**config.mk**
```make
export PLATFORM = sky130hd
export DESIGN_NAME = qoi_draft_pixel_decoder
export DESIGN_NICKNAME = d
export VERILOG_FILES = /design/src/hdl/qoid_pkg.sv /design/src/hdl/qoi_draft_pixel_decoder.sv /design/src/hdl/qoid_ram.sv /design/src/hdl/qoid_cfg.sv /design/src/hdl/qoid_front.sv /design/src/hdl/qoid_back.sv
export SDC_FILE = /design/constraint.sdc
export NUM_CORES = 2
export LEC_CHECK = 0
export ABC_AREA = 1
export BUFFER_PORTS_ARGS = -buffer_cell sky130_fd_sc_hd__buf_2
export CAP_MARGIN = 0
export CELL_PAD_IN_SITES_DETAIL_PLACEMENT = 1
export CELL_PAD_IN_SITES_GLOBAL_PLACEMENT = 1
export CORE_ASPECT_RATIO = 2
export CORE_MARGIN = 10
export CORE_UTILIZATION = 58
export CTS_BUF_LIST = sky130_fd_sc_hd__clkbuf_4
export CTS_CLUSTER_SIZE = 30
export DETAILED_ROUTE_END_ITERATION = 16
export GPL_ROUTABILITY_DRIVEN = 0
export PLACE_DENSITY = 0.89
export SYNTH_ARGS = -nofsm -noshare
export SYNTH_HDL_FRONTEND = slang
export SYNTH_SLANG_ARGS = --single-unit
```
**constraint.sdc**
```tcl
create_clock -name clk_i -period 12.2 [get_ports clk_i]
set_input_delay 0 -clock clk_i [delete_from_list [all_inputs] [get_ports clk_i]]
set_output_delay 0 -clock clk_i [all_outputs]
set_load 0.01 [all_outputs]
```
**src/hdl/qoid_pkg.sv**
```systemverilog
// Shared types and constants of the draft QOI pixel decoder.
package qoid_pkg;

  // Color index geometry
  localparam int unsigned IndexEntries = 64;
  localparam int unsigned IndexAddrW   = $clog2(IndexEntries);

  // Configuration port geometry and register indexes
  localparam int unsigned CfgAddrW  = 3;
  localparam logic        RegWidth  = 1'b0;
  localparam logic        RegHeight = 1'b1;

  // Opcode masks and codes
  localparam logic [7:0] MaskTop2   = 8'hC0;
  localparam logic [7:0] MaskTop3   = 8'hE0;
  localparam logic [7:0] MaskTop4   = 8'hF0;
  localparam logic [7:0] CodeIndex  = 8'h00;
  localparam logic [7:0] CodeRun8   = 8'h40;
  localparam logic [7:0] CodeRun16  = 8'h60;
  localparam logic [7:0] CodeDiff8  = 8'h80;
  localparam logic [7:0] CodeDiff16 = 8'hC0;
  localparam logic [7:0] CodeDiff24 = 8'hE0;
  localparam logic [7:0] CodeColor  = 8'hF0;

  // Long run offset and start-of-image pixel
  localparam logic [13:0] RunBias    = 14'd32;
  localparam logic [31:0] PixelReset = 32'h0000_00FF;

  // Kind of opcode that a byte opens
  typedef enum logic [2:0] {
    OP_INDEX,
    OP_RUN8,
    OP_RUN16,
    OP_DIFF8,
    OP_DIFF16,
    OP_DIFF24,
    OP_COLOR
  } op_e;

  // Classified byte as queued between front and back
  typedef struct packed {
    logic [7:0] data;
    logic       eod;
    op_e        op;
    logic [2:0] extra;  // bytes that follow when this byte opens an opcode
  } qe_t;

  // New image request from the configuration port
  typedef struct packed {
    logic        start;
    logic [31:0] total;
  } start_t;

endpackage

```
**src/hdl/qoi_draft_pixel_decoder.sv**
```systemverilog
// Path: a byte passes the queue and the lookup stage; its result leaves the output register.
// Throughput: one payload byte per cycle while the output accepts; the second result of a
// clean end of data waits in a pending register and holds execution until it is output.
// Reset: image 1x1, current pixel (0,0,0,255), color index empty, queue empty.
// A register write restarts the image through a registered start request and total.
// Top level of the draft QOI pixel decoder.
module qoi_draft_pixel_decoder #(
  parameter int unsigned FIFO_DEPTH = 2
) (
  input  logic                          clk_i,
  input  logic                          rst_ni,
  // payload in
  input  logic                          s_axis_tvalid,
  output logic                          s_axis_tready,
  input  logic [7:0]                    s_axis_tdata,   // [7:0] payload_byte
  input  logic                          s_axis_tlast,   // end_of_data
  // pixels out
  output logic                          m_axis_tvalid,
  input  logic                          m_axis_tready,
  output logic [63:0]                   m_axis_tdata,   // red, green, blue, alpha, repeat_count
  output logic                          m_axis_tlast,   // image_done
  output logic                          m_axis_tuser,   // status
  // configuration
  input  logic                          psel,
  input  logic                          penable,
  input  logic                          pwrite,
  input  logic [qoid_pkg::CfgAddrW-1:0] paddr,
  input  logic [31:0]                   pwdata,
  output logic [31:0]                   prdata,
  output logic                          pready
);

  qoid_pkg::start_t start;
  qoid_pkg::qe_t    head;
  logic             head_valid;
  logic             pop;

  qoid_cfg u_cfg (
    .clk_i   (clk_i),
    .rst_ni  (rst_ni),
    .psel    (psel),
    .penable (penable),
    .pwrite  (pwrite),
    .paddr   (paddr),
    .pwdata  (pwdata),
    .prdata  (prdata),
    .pready  (pready),
    .start_o (start)
  );

  qoid_front #(
    .DEPTH (FIFO_DEPTH)
  ) u_front (
    .clk_i        (clk_i),
    .rst_ni       (rst_ni),
    .in_valid_i   (s_axis_tvalid),
    .in_ready_o   (s_axis_tready),
    .in_data_i    (s_axis_tdata),
    .in_last_i    (s_axis_tlast),
    .head_valid_o (head_valid),
    .head_o       (head),
    .pop_i        (pop)
  );

  qoid_back u_back (
    .clk_i        (clk_i),
    .rst_ni       (rst_ni),
    .start_i      (start),
    .head_valid_i (head_valid),
    .head_i       (head),
    .pop_o        (pop),
    .m_valid_o    (m_axis_tvalid),
    .m_ready_i    (m_axis_tready),
    .m_data_o     (m_axis_tdata),
    .m_last_o     (m_axis_tlast),
    .m_user_o     (m_axis_tuser)
  );

endmodule

```
**src/hdl/qoid_ram.sv**
```systemverilog
// Generic single-write, single-read RAM with registered read data.
module qoid_ram #(
  parameter int unsigned WIDTH = 32,
  parameter int unsigned DEPTH = 64
) (
  input  logic                     clk_i,
  input  logic                     we_i,
  input  logic [$clog2(DEPTH)-1:0] waddr_i,
  input  logic [WIDTH-1:0]         wdata_i,
  input  logic                     re_i,
  input  logic [$clog2(DEPTH)-1:0] raddr_i,
  output logic [WIDTH-1:0]         rdata_o
);

  logic [WIDTH-1:0] mem_q [DEPTH];
  logic [WIDTH-1:0] rdata_q;

  // Write port and registered read port (read returns old data on collision)
  always_ff @(posedge clk_i) begin
    if (we_i) begin
      mem_q[waddr_i] <= wdata_i;
    end
    if (re_i) begin
      rdata_q <= mem_q[raddr_i];
    end
  end

  assign rdata_o = rdata_q;

endmodule

```
**src/hdl/qoid_cfg.sv**
```systemverilog
// Configuration registers and new-image request of the draft QOI decoder.
module qoid_cfg (
  input  logic                          clk_i,
  input  logic                          rst_ni,
  input  logic                          psel,
  input  logic                          penable,
  input  logic                          pwrite,
  input  logic [qoid_pkg::CfgAddrW-1:0] paddr,
  input  logic [31:0]                   pwdata,
  output logic [31:0]                   prdata,
  output logic                          pready,
  output qoid_pkg::start_t              start_o
);

  logic [15:0] width_q, width_d;
  logic [15:0] height_q, height_d;
  logic        start_q;
  logic [31:0] total_q;
  logic        wr;
  logic        reg_sel;

  assign pready  = 1'b1;
  assign reg_sel = paddr[2];
  assign wr      = psel && penable && pwrite && pready;

  // Select new dimensions for the request
  always_comb begin
    width_d  = width_q;
    height_d = height_q;
    if (reg_sel == qoid_pkg::RegWidth) begin
      width_d = pwdata[15:0];
    end else begin
      height_d = pwdata[15:0];
    end
  end

  // Hold registers and issue a start request after each write
  always_ff @(posedge clk_i or negedge rst_ni) begin
    if (!rst_ni) begin
      width_q  <= 16'd1;
      height_q <= 16'd1;
      start_q  <= 1'b0;
    end else begin
      start_q <= wr;
      if (wr) begin
        width_q  <= width_d;
        height_q <= height_d;
      end
    end
  end

  // Register the pixel total of the new image
  always_ff @(posedge clk_i) begin
    if (wr) begin
      total_q <= {16'h0, width_d} * {16'h0, height_d};
    end
  end

  assign start_o.start = start_q;
  assign start_o.total = total_q;

  // Read back
  assign prdata = {16'h0, (reg_sel == qoid_pkg::RegHeight) ? height_q : width_q};

endmodule

```
**src/hdl/qoid_front.sv**
```systemverilog
// Front end: accepts payload bytes, classifies them and queues them.
module qoid_front #(
  parameter int unsigned DEPTH = 2
) (
  input  logic          clk_i,
  input  logic          rst_ni,
  input  logic          in_valid_i,
  output logic          in_ready_o,
  input  logic [7:0]    in_data_i,
  input  logic          in_last_i,
  output logic          head_valid_o,
  output qoid_pkg::qe_t head_o,
  input  logic          pop_i
);

  localparam int unsigned PtrW = (DEPTH > 1) ? $clog2(DEPTH) : 1;
  localparam int unsigned CntW = $clog2(DEPTH + 1);
  localparam logic [PtrW-1:0] LastPtr = PtrW'(DEPTH - 1);
  localparam logic [CntW-1:0] FullCnt = CntW'(DEPTH);

  qoid_pkg::qe_t   mem_q [DEPTH];
  qoid_pkg::qe_t   entry;
  logic [PtrW-1:0] wr_ptr_q, rd_ptr_q;
  logic [CntW-1:0] count_q;
  logic            push;
  logic            do_pop;

  assign in_ready_o   = (count_q != FullCnt);
  assign head_valid_o = (count_q != '0);
  assign head_o       = mem_q[rd_ptr_q];
  assign push         = in_valid_i && in_ready_o;
  assign do_pop       = pop_i && head_valid_o;

  // Classify the byte as the opener of an opcode
  always_comb begin
    entry.data  = in_data_i;
    entry.eod   = in_last_i;
    entry.op    = qoid_pkg::OP_COLOR;
    entry.extra = 3'd0;
    if ((in_data_i & qoid_pkg::MaskTop2) == qoid_pkg::CodeIndex) begin
      entry.op = qoid_pkg::OP_INDEX;
    end else if ((in_data_i & qoid_pkg::MaskTop3) == qoid_pkg::CodeRun8) begin
      entry.op = qoid_pkg::OP_RUN8;
    end else if ((in_data_i & qoid_pkg::MaskTop3) == qoid_pkg::CodeRun16) begin
      entry.op    = qoid_pkg::OP_RUN16;
      entry.extra = 3'd1;
    end else if ((in_data_i & qoid_pkg::MaskTop2) == qoid_pkg::CodeDiff8) begin
      entry.op = qoid_pkg::OP_DIFF8;
    end else if ((in_data_i & qoid_pkg::MaskTop3) == qoid_pkg::CodeDiff16) begin
      entry.op    = qoid_pkg::OP_DIFF16;
      entry.extra = 3'd1;
    end else if ((in_data_i & qoid_pkg::MaskTop4) == qoid_pkg::CodeDiff24) begin
      entry.op    = qoid_pkg::OP_DIFF24;
      entry.extra = 3'd2;
    end else begin
      entry.op    = qoid_pkg::OP_COLOR;
      entry.extra = {2'b0, in_data_i[0]} + {2'b0, in_data_i[1]}
                  + {2'b0, in_data_i[2]} + {2'b0, in_data_i[3]};
    end
  end

  // Store queued bytes
  always_ff @(posedge clk_i) begin
    if (push) begin
      mem_q[wr_ptr_q] <= entry;
    end
  end

  // Advance pointers and fill count
  always_ff @(posedge clk_i or negedge rst_ni) begin
    if (!rst_ni) begin
      wr_ptr_q <= '0;
      rd_ptr_q <= '0;
      count_q  <= '0;
    end else begin
      if (push) begin
        wr_ptr_q <= (wr_ptr_q == LastPtr) ? '0 : wr_ptr_q + PtrW'(1);
      end
      if (do_pop) begin
        rd_ptr_q <= (rd_ptr_q == LastPtr) ? '0 : rd_ptr_q + PtrW'(1);
      end
      case ({push, do_pop})
        2'b10:   count_q <= count_q + CntW'(1);
        2'b01:   count_q <= count_q - CntW'(1);
        default: count_q <= count_q;
      endcase
    end
  end

endmodule

```
**src/hdl/qoid_back.sv**
```systemverilog
// Back end: index lookup, opcode execution, pixel accounting and result output.
module qoid_back (
  input  logic             clk_i,
  input  logic             rst_ni,
  input  qoid_pkg::start_t start_i,
  input  logic             head_valid_i,
  input  qoid_pkg::qe_t    head_i,
  output logic             pop_o,
  output logic             m_valid_o,
  input  logic             m_ready_i,
  output logic [63:0]      m_data_o,
  output logic             m_last_o,
  output logic             m_user_o
);

  typedef struct packed {
    logic [31:0] px;
    logic [31:0] cnt;
    logic        done;
    logic        err;
  } res_t;

  localparam int unsigned AW = qoid_pkg::IndexAddrW;

  function automatic logic [7:0] sx2(logic [1:0] d);
    return {{6{d[1]}}, d};
  endfunction

  function automatic logic [7:0] sx4(logic [3:0] d);
    return {{4{d[3]}}, d};
  endfunction

  function automatic logic [7:0] sx5(logic [4:0] d);
    return {{3{d[4]}}, d};
  endfunction

  // Lookup stage
  qoid_pkg::qe_t l_q;
  logic          l_valid_q;
  logic          lvld_q;
  logic          fwd_hit_q;
  logic [31:0]   fwd_data_q;
  logic [31:0]   rdata;
  logic [31:0]   idx_px;

  // Decoder state
  logic [31:0] cur_q;
  logic [7:0]  first_q, first_n;
  logic [15:0] low_q, low_n;
  logic [2:0]  need_q, need_n;
  logic [31:0] rem_q;
  logic        fin_q;
  logic [qoid_pkg::IndexEntries-1:0] vld_q;

  // Output side
  logic out_valid_q;
  res_t out_q;
  logic pend2_q;
  res_t pend_q;
  logic out_free;
  logic exec_fire;

  // Execution signals
  logic [7:0]    r_n, g_n, b_n, a_n;
  logic [31:0]   px_n;
  logic          complete;
  logic [13:0]   run;
  logic [13:0]   cnt_raw;
  logic [31:0]   cnt;
  logic [31:0]   rem_left;
  logic          fin1;
  logic          has_res;
  logic          needs2;
  res_t          r1, r2;
  logic          we;
  logic [AW-1:0] waddr;
  logic [AW-1:0] raddr;

  assign out_free  = !out_valid_q || m_ready_i;
  assign exec_fire = l_valid_q && !pend2_q && out_free;
  assign pop_o     = head_valid_i && (!l_valid_q || exec_fire);
  assign raddr     = head_i.data[AW-1:0];

  qoid_ram #(
    .WIDTH (32),
    .DEPTH (qoid_pkg::IndexEntries)
  ) u_index (
    .clk_i   (clk_i),
    .we_i    (we),
    .waddr_i (waddr),
    .wdata_i (px_n),
    .re_i    (pop_o),
    .raddr_i (raddr),
    .rdata_o (rdata)
  );

  // Pick the index entry: a write in the read cycle wins, unwritten reads zero
  assign idx_px = fwd_hit_q ? fwd_data_q : (lvld_q ? rdata : 32'h0);

  // Execute the byte in the lookup stage
  always_comb begin
    r_n      = cur_q[31:24];
    g_n      = cur_q[23:16];
    b_n      = cur_q[15:8];
    a_n      = cur_q[7:0];
    first_n  = first_q;
    low_n    = low_q;
    need_n   = need_q;
    complete = 1'b0;
    run      = 14'd0;
    if (need_q == 3'd0) begin
      first_n = l_q.data;
      low_n   = 16'h0;
      need_n  = l_q.extra;
      case (l_q.op)
        qoid_pkg::OP_INDEX: begin
          {r_n, g_n, b_n, a_n} = idx_px;
          complete = 1'b1;
        end
        qoid_pkg::OP_RUN8: begin
          run      = {9'b0, l_q.data[4:0]};
          complete = 1'b1;
        end
        qoid_pkg::OP_DIFF8: begin
          r_n      = cur_q[31:24] + sx2(l_q.data[5:4]);
          g_n      = cur_q[23:16] + sx2(l_q.data[3:2]);
          b_n      = cur_q[15:8] + sx2(l_q.data[1:0]);
          complete = 1'b1;
        end
        qoid_pkg::OP_COLOR: begin
          low_n    = {12'h0, l_q.data[3:0]};
          complete = (l_q.extra == 3'd0);
        end
        default: begin
          complete = 1'b0;
        end
      endcase
    end else begin
      if ((first_q & qoid_pkg::MaskTop4) == qoid_pkg::CodeColor) begin
        // fill the highest flagged channel first
        if (low_q[3]) begin
          r_n      = l_q.data;
          low_n[3] = 1'b0;
        end else if (low_q[2]) begin
          g_n      = l_q.data;
          low_n[2] = 1'b0;
        end else if (low_q[1]) begin
          b_n      = l_q.data;
          low_n[1] = 1'b0;
        end else begin
          a_n      = l_q.data;
          low_n[0] = 1'b0;
        end
      end else begin
        low_n = {low_q[7:0], l_q.data};
      end
      need_n = need_q - 3'd1;
      if (need_n == 3'd0) begin
        complete = 1'b1;
        if ((first_q & qoid_pkg::MaskTop3) == qoid_pkg::CodeRun16) begin
          run = {1'b0, first_q[4:0], l_q.data} + qoid_pkg::RunBias;
        end else if ((first_q & qoid_pkg::MaskTop3) == qoid_pkg::CodeDiff16) begin
          r_n = cur_q[31:24] + sx5(first_q[4:0]);
          g_n = cur_q[23:16] + sx4(l_q.data[7:4]);
          b_n = cur_q[15:8] + sx4(l_q.data[3:0]);
        end else if ((first_q & qoid_pkg::MaskTop4) == qoid_pkg::CodeDiff24) begin
          r_n = cur_q[31:24] + sx5({first_q[3:0], low_q[7]});
          g_n = cur_q[23:16] + sx5(low_q[6:2]);
          b_n = cur_q[15:8] + sx5({low_q[1:0], l_q.data[7:5]});
          a_n = cur_q[7:0] + sx5(l_q.data[4:0]);
        end
      end
    end
  end

  // Clip the repeat count to the pixels still owed
  assign px_n     = {r_n, g_n, b_n, a_n};
  assign cnt_raw  = run + 14'd1;
  assign cnt      = ({18'b0, cnt_raw} > rem_q) ? rem_q : {18'b0, cnt_raw};
  assign rem_left = rem_q - cnt;
  assign fin1     = (rem_left == 32'h0);
  assign has_res  = !fin_q && (complete || l_q.eod);
  assign needs2   = complete && l_q.eod && !fin1;
  assign we       = exec_fire && !fin_q && complete;
  assign waddr    = r_n[AW-1:0] ^ g_n[AW-1:0] ^ b_n[AW-1:0] ^ a_n[AW-1:0];

  // Build the results of this byte
  always_comb begin
    if (complete) begin
      r1 = '{px: px_n, cnt: cnt, done: fin1, err: 1'b0};
    end else begin
      r1 = '{px: 32'h0, cnt: 32'h0, done: 1'b0, err: 1'b1};
    end
    r2 = '{px: px_n, cnt: rem_left, done: 1'b1, err: 1'b0};
  end

  // Hold lookup stage and decoder state
  always_ff @(posedge clk_i or negedge rst_ni) begin
    if (!rst_ni) begin
      l_valid_q <= 1'b0;
      cur_q     <= qoid_pkg::PixelReset;
      first_q   <= 8'h0;
      low_q     <= 16'h0;
      need_q    <= 3'd0;
      rem_q     <= 32'd1;
      fin_q     <= 1'b0;
      vld_q     <= '0;
    end else begin
      if (pop_o) begin
        l_valid_q <= 1'b1;
      end else if (exec_fire) begin
        l_valid_q <= 1'b0;
      end
      if (start_i.start) begin
        cur_q   <= qoid_pkg::PixelReset;
        first_q <= 8'h0;
        low_q   <= 16'h0;
        need_q  <= 3'd0;
        rem_q   <= start_i.total;
        fin_q   <= (start_i.total == 32'h0);
        vld_q   <= '0;
      end else if (exec_fire && !fin_q) begin
        cur_q <= px_n;
        if (complete) begin
          first_q      <= first_n;
          low_q        <= low_n;
          need_q       <= need_n;
          vld_q[waddr] <= 1'b1;
          rem_q        <= needs2 ? 32'h0 : rem_left;
          fin_q        <= fin1 || l_q.eod;
        end else if (l_q.eod) begin
          first_q <= 8'h0;
          low_q   <= 16'h0;
          need_q  <= 3'd0;
          fin_q   <= 1'b1;
        end else begin
          first_q <= first_n;
          low_q   <= low_n;
          need_q  <= need_n;
        end
      end
    end
  end

  // Capture the popped byte and a same-cycle index write for forwarding
  always_ff @(posedge clk_i) begin
    if (pop_o) begin
      l_q        <= head_i;
      lvld_q     <= vld_q[raddr];
      fwd_hit_q  <= we && (waddr == raddr);
      fwd_data_q <= px_n;
    end
  end

  // Advance the output register and the pending second result
  always_ff @(posedge clk_i or negedge rst_ni) begin
    if (!rst_ni) begin
      out_valid_q <= 1'b0;
      pend2_q     <= 1'b0;
    end else if (out_free) begin
      if (pend2_q) begin
        out_valid_q <= 1'b1;
        pend2_q     <= 1'b0;
      end else if (exec_fire && has_res) begin
        out_valid_q <= 1'b1;
        pend2_q     <= needs2;
      end else begin
        out_valid_q <= 1'b0;
      end
    end
  end

  // Load result payloads
  always_ff @(posedge clk_i) begin
    if (out_free) begin
      if (pend2_q) begin
        out_q <= pend_q;
      end else if (exec_fire && has_res) begin
        out_q  <= r1;
        pend_q <= r2;
      end
    end
  end

  assign m_valid_o = out_valid_q;
  assign m_data_o  = {out_q.cnt, out_q.px[7:0], out_q.px[15:8], out_q.px[23:16],
                      out_q.px[31:24]};
  assign m_last_o  = out_q.done;
  assign m_user_o  = out_q.err;

endmodule
```
==> qor.txt, run 1 <==
Initial antenna violation count = 124
Final HPWL DP = 260000 µm
Seq/Total Area, Yosys = 64.7%
Initial Utilization = 58.2%
Clk root buf = clkbuf_4
CTS Buf Count = 545
Post-synth EDFFs = 2321
Dominant synthesized flop cell = edfxtp_1
Die Ht = 650 µm
Placed Cells = 12.5k
Yosys cell types = 61
Number of H-tree levels = 6
Mapped Avg Cell Area = 11.2 µm²
Status = aborted with a tool error
Mapped Cells = 10.3k
# port buffers = 116
Clock Tree Buf Depth = 4
Pin count of the biggest net entering global routing = 199
Post-CTS Setup Inserts = 0
Die width = 335 µm
# IOs = 152
Synth Cell Area = 115000 µm²
Flops & latches, synth = 2509
Tot GR Track Use = 64.0%
Error = [ERROR GRT-0232] Routing congestion too high. Check the congestion heatmap in the GUI.
CTS sink count = 2509
GRT Residual Overflow = 34
Last stage = 5_1_grt
Syn. warnings = 0
Pre-CTS setup slack = 3.42 ns
Ys async rst share = 7.49%
Core Rows = 231
[metrics by stage]
step                      instance area [µm²]  util (%)
after CTS                              126000      63.8
after detailed placement               118000      59.8
after global placement                 118000      59.8
after floorplan                        115000         -
[synth_stat cells (129+ instances only)]
cell      instances  area share [%]
a21oi_1         226            0.98
clkbuf_1        490             1.6
dfrtp_1         177             3.9
edfxtp_1       2321              61
fa_1            205             3.6
ha_1            208             2.3
inv_1           786             2.6
nand2_1        1177             3.8
nand3_1         305             1.3
nand4_1         129            0.70
nor2_1         1575             5.1
o21ai_0        1498             6.5
o221ai_1        131             1.0
o22ai_1         555             3.0
[cells by family after synthesis]
group / Yosys count / share of synthesized area (%)
AO/OA/AOI/OAI: 2541 / 12.3
AND/OR/NAND/NOR: 3294 / 11.7
multiplexers: 1 / 0.00870
buffers and inverters: 1427 / 4.88
other: 2 / 0.00653
flip-flops: 2509 / 64.7
XOR/XNOR: 75 / 0.571
adder cells (fa/ha/maj): 413 / 5.83
[layer usage]
layer  overflow  GRT usage (%)
met1          3           61.4
met3          3           50.3
met4         15           62.0
met5          0           36.3
met2         13           80.7
[what timing repair did]
item / CTS
hold buffers: 92
hold endpoints to repair: 231
setup endpoints to repair: 0
resized for setup: 0
==> inputs of run 2 (changes only) <==
- CELL_PAD_IN_SITES_DETAIL_PLACEMENT: 1 -> unset
- CELL_PAD_IN_SITES_GLOBAL_PLACEMENT: 1 -> unset
- CORE_ASPECT_RATIO: 2 -> unset
- CORE_UTILIZATION: 58 -> 40
- CTS_BUF_LIST: sky130_fd_sc_hd__clkbuf_4 -> unset
- CTS_CLUSTER_SIZE: 30 -> unset
- PLACE_DENSITY: 0.89 -> unset
- PLACE_DENSITY_LB_ADDON: unset -> 0.15
==> run 2 against run 1 <==
Against the previous run: the flow now finishes without violations; synthesized area did not move; synthesized cell count did not move.
==> qor.txt, run 2 <==
Pin count of the biggest net entering global routing = 202
Slowest CP cell = nand3_1
Ys async rst share = 7.49% (unchanged)
Max Slew Vio Count = 0
Crit path DAT = 8.89 ns
Core Rows = 196 (-15%)
Period utilization = 66.7%
Post-CTS Setup Inserts = 0 (unchanged)
FF-to-FF End = u_back.rem_q[27]
Mean number of vias per cell = 5.69
Clk_lat worst skew = 0.85 ns
Max reg flops = 2048
Placed Cells = 13.7k (+9.5%)
CP max FO = 46
Min cycle time layout = 8.14 ns
Largest register by flop count = u_back.u_index.mem_q
Initial antenna violation count = 15
Commonest non-fill, non-tap cell in the layout = edfxtp_1
Count leader, synth = edfxtp_1
Hold path cells = 5
DR WL/cell = 25.5 µm
Dominant synthesized flop cell = edfxtp_1
Flops & latches, synth = 2509 (unchanged)
DRT antenna net count = 0
Clock Pin Slew Worst Setup and Hold Paths = 0.06 ns
First-pass GRT wire length = 531000 µm
Residual DRC = 0
Most frequent cells in the layout = edfxtp_1, nor2_1, o21ai_0, nand2_1, inv_1
Clock Tree Buf Depth = 4 (unchanged)
Number of H-tree levels = 5 (-1)
# port buffers = 116 (unchanged)
Mapped Cells = 10.3k (unchanged)
Cell mode on critical path = nand3_1
Min-delay src = s_axis_tvalid
Top cell type's share of synthesized area = 60.6% (unchanged)
Core ar. = 286000 µm²
Clk root buf = clkbuf_16
Post-synth EDFFs = 2321 (unchanged)
Routed Wire Length = 365000 µm
Tot GR Track Use = 22.7%
Synth top area cells = edfxtp_1, o21ai_0, nor2_1
Drt first pass iters = 6
RSZ-0062 raised after global routing = false
Worst reg2reg path depth = 40
CTS tree = done
Number of global-route vias before repair = 78.5k
CTS Hold Buffers Added = 51 (-45%)
Setup crit end kind = register
Final Non-Filler Cells = 14.3k
Pre-CTS setup slack = 4.29 ns (+0.867 ns)
Final HPWL DP = 204000 µm (-22%)
Max incr delay on CP = 0.55 ns
Relative slew margins = 14.5%
Seq/Total Area, Yosys = 64.7% (unchanged)
Hold Path Sink = u_front.wr_ptr_q
CTS Buf Count = 281 (-48%)
Fmax = 123 MHz
Initial Utilization = 40.3% (-18 points)
TNS Setup = 0 ns
Worst setup SP type = register
Setup Skew = 0.0466 ns
GRT Residual Overflow = 0
Area of the die = 309000 µm²
Commonest cells post-synth = edfxtp_1, nor2_1, o21ai_0, nand2_1, inv_1
CTS sink count = 2509 (unchanged)
Final Hold Fails = 0
Yosys cell types = 61 (unchanged)
HP Class = in2reg
FF-to-FF Start = u_back.need_q[0]
1st-iter DRT viols = 8820
Syn. warnings = 0 (unchanged)
Synth Cell Area = 115000 µm² (unchanged)
Mapped Avg Cell Area = 11.2 µm² (unchanged)
Worst Path Required = 12.95 ns
Via count = 81.3k
Reg2Reg Setup Slack = 4.06 ns
# IOs = 152 (unchanged)
Final worst slack = 4.06 ns
Die width = 556 µm (+66%)
Number of gates resized after CTS = 0 (unchanged)
Status = completed
Post-synth top area cell = edfxtp_1
Crit Path Class = reg2reg
Final setup violation count = 0
Max cap viols = 0
Final #Nets = 10.8k
Area growth syn-to-layout = 12.2%
Die Ht = 556 µm (-14%)
Share of layout cells above drive strength 1 = 8.44%
Slew @ Worst Pin = 1.28 ns
## run 2: stage by stage
step	hold WS (ns)	util (%)	cell area, µm²
after floorplan	-0.296	-	115000
after global placement	0.120	41.9	120000
after detailed placement	0.141	41.9	120000
after CTS	0.0667	45.2	129000
after global routing	0.135	45.2	129000
final	0.150	45.2	129000
## run 2: logic make-up (layout without fill, tap and decap cells)
| family | count (synthesis) | in the layout | share of synthesized area (%) |
|---|---|---|---|
| other | 2 | 21 | 0.00653 |
| AOI/OAI and AO/OA | 2541 | 2541 | 12.3 |
| adders and majority gates | 413 | 413 | 5.83 |
| xor gates and xnor gates | 75 | 75 | 0.571 |
| muxes | 1 | 1 | 0.00870 |
| buffers and inverters | 1427 | 1676 | 4.88 |
| DFF | 2509 | 2509 | 64.7 |
| and+or+nand+nor | 3294 | 3294 | 11.7 |
## run 2: worst max-delay path, delay by kind of cell (launching register included)
kind | cells | cell delay, ns
AO/OA/AOI/OAI | 2 | 0.61
AND/OR/NAND/NOR | 23 | 3.77
flip-flops | 1 | 0.38
buffers and inverters | 9 | 1.48
XOR/XNOR | 1 | 0.27
adder cells (fa/ha/maj) | 5 | 1.49
## run 2: layout make-up
class / instances / area [µm²]
Timing Repair Buffer: 367 / 2770
Clock buffer: 351 / 7480
Fill cell: 26000 / 157000
Multi-Input combinational cell: 6341 / 35200
Clock inverter: 148 / 1410
Antenna cell: 4 / 10.0
Sequential cell: 2509 / 74400
Inverter: 810 / 3070
Tap cell: 3762 / 4710
## run 2: layer usage
metal | GRT usage [%] | vias up | wire length [µm]
met1 | 32.2 | 41100 | 158000
li1 | - | 36500 | -
met3 | 3.51 | 601 | 27400
met2 | 36.0 | 3176 | 167000
met5 | 0 | - | 0
met4 | 7.07 | 0 | 12300
## run 2: how the worst max path moves through the flow
stage / from / cells after the start / end / slack (ns)
6_report: u_back.need_q[0] / 40 / u_back.rem_q[27] / 4.06
3_5_place_dp: u_back.need_q[0] / 40 / u_back.rem_q[23] / 4.29
4_1_cts: u_back.need_q[0] / 40 / u_back.rem_q[27] / 4.21
3_3_place_gp: u_back.need_q[0] / 40 / u_back.rem_q[9] / 4.36
5_1_grt: u_back.need_q[0] / 40 / u_back.rem_q[27] / 3.28
2_1_floorplan: u_back.need_q[0] / 10 / u_back.m_data_o[0] / 5.70
Power of run 2 is left out: the tool's default activity adds up to more than one toggle a clock period on the data nets, which glitch-free logic cannot reach.
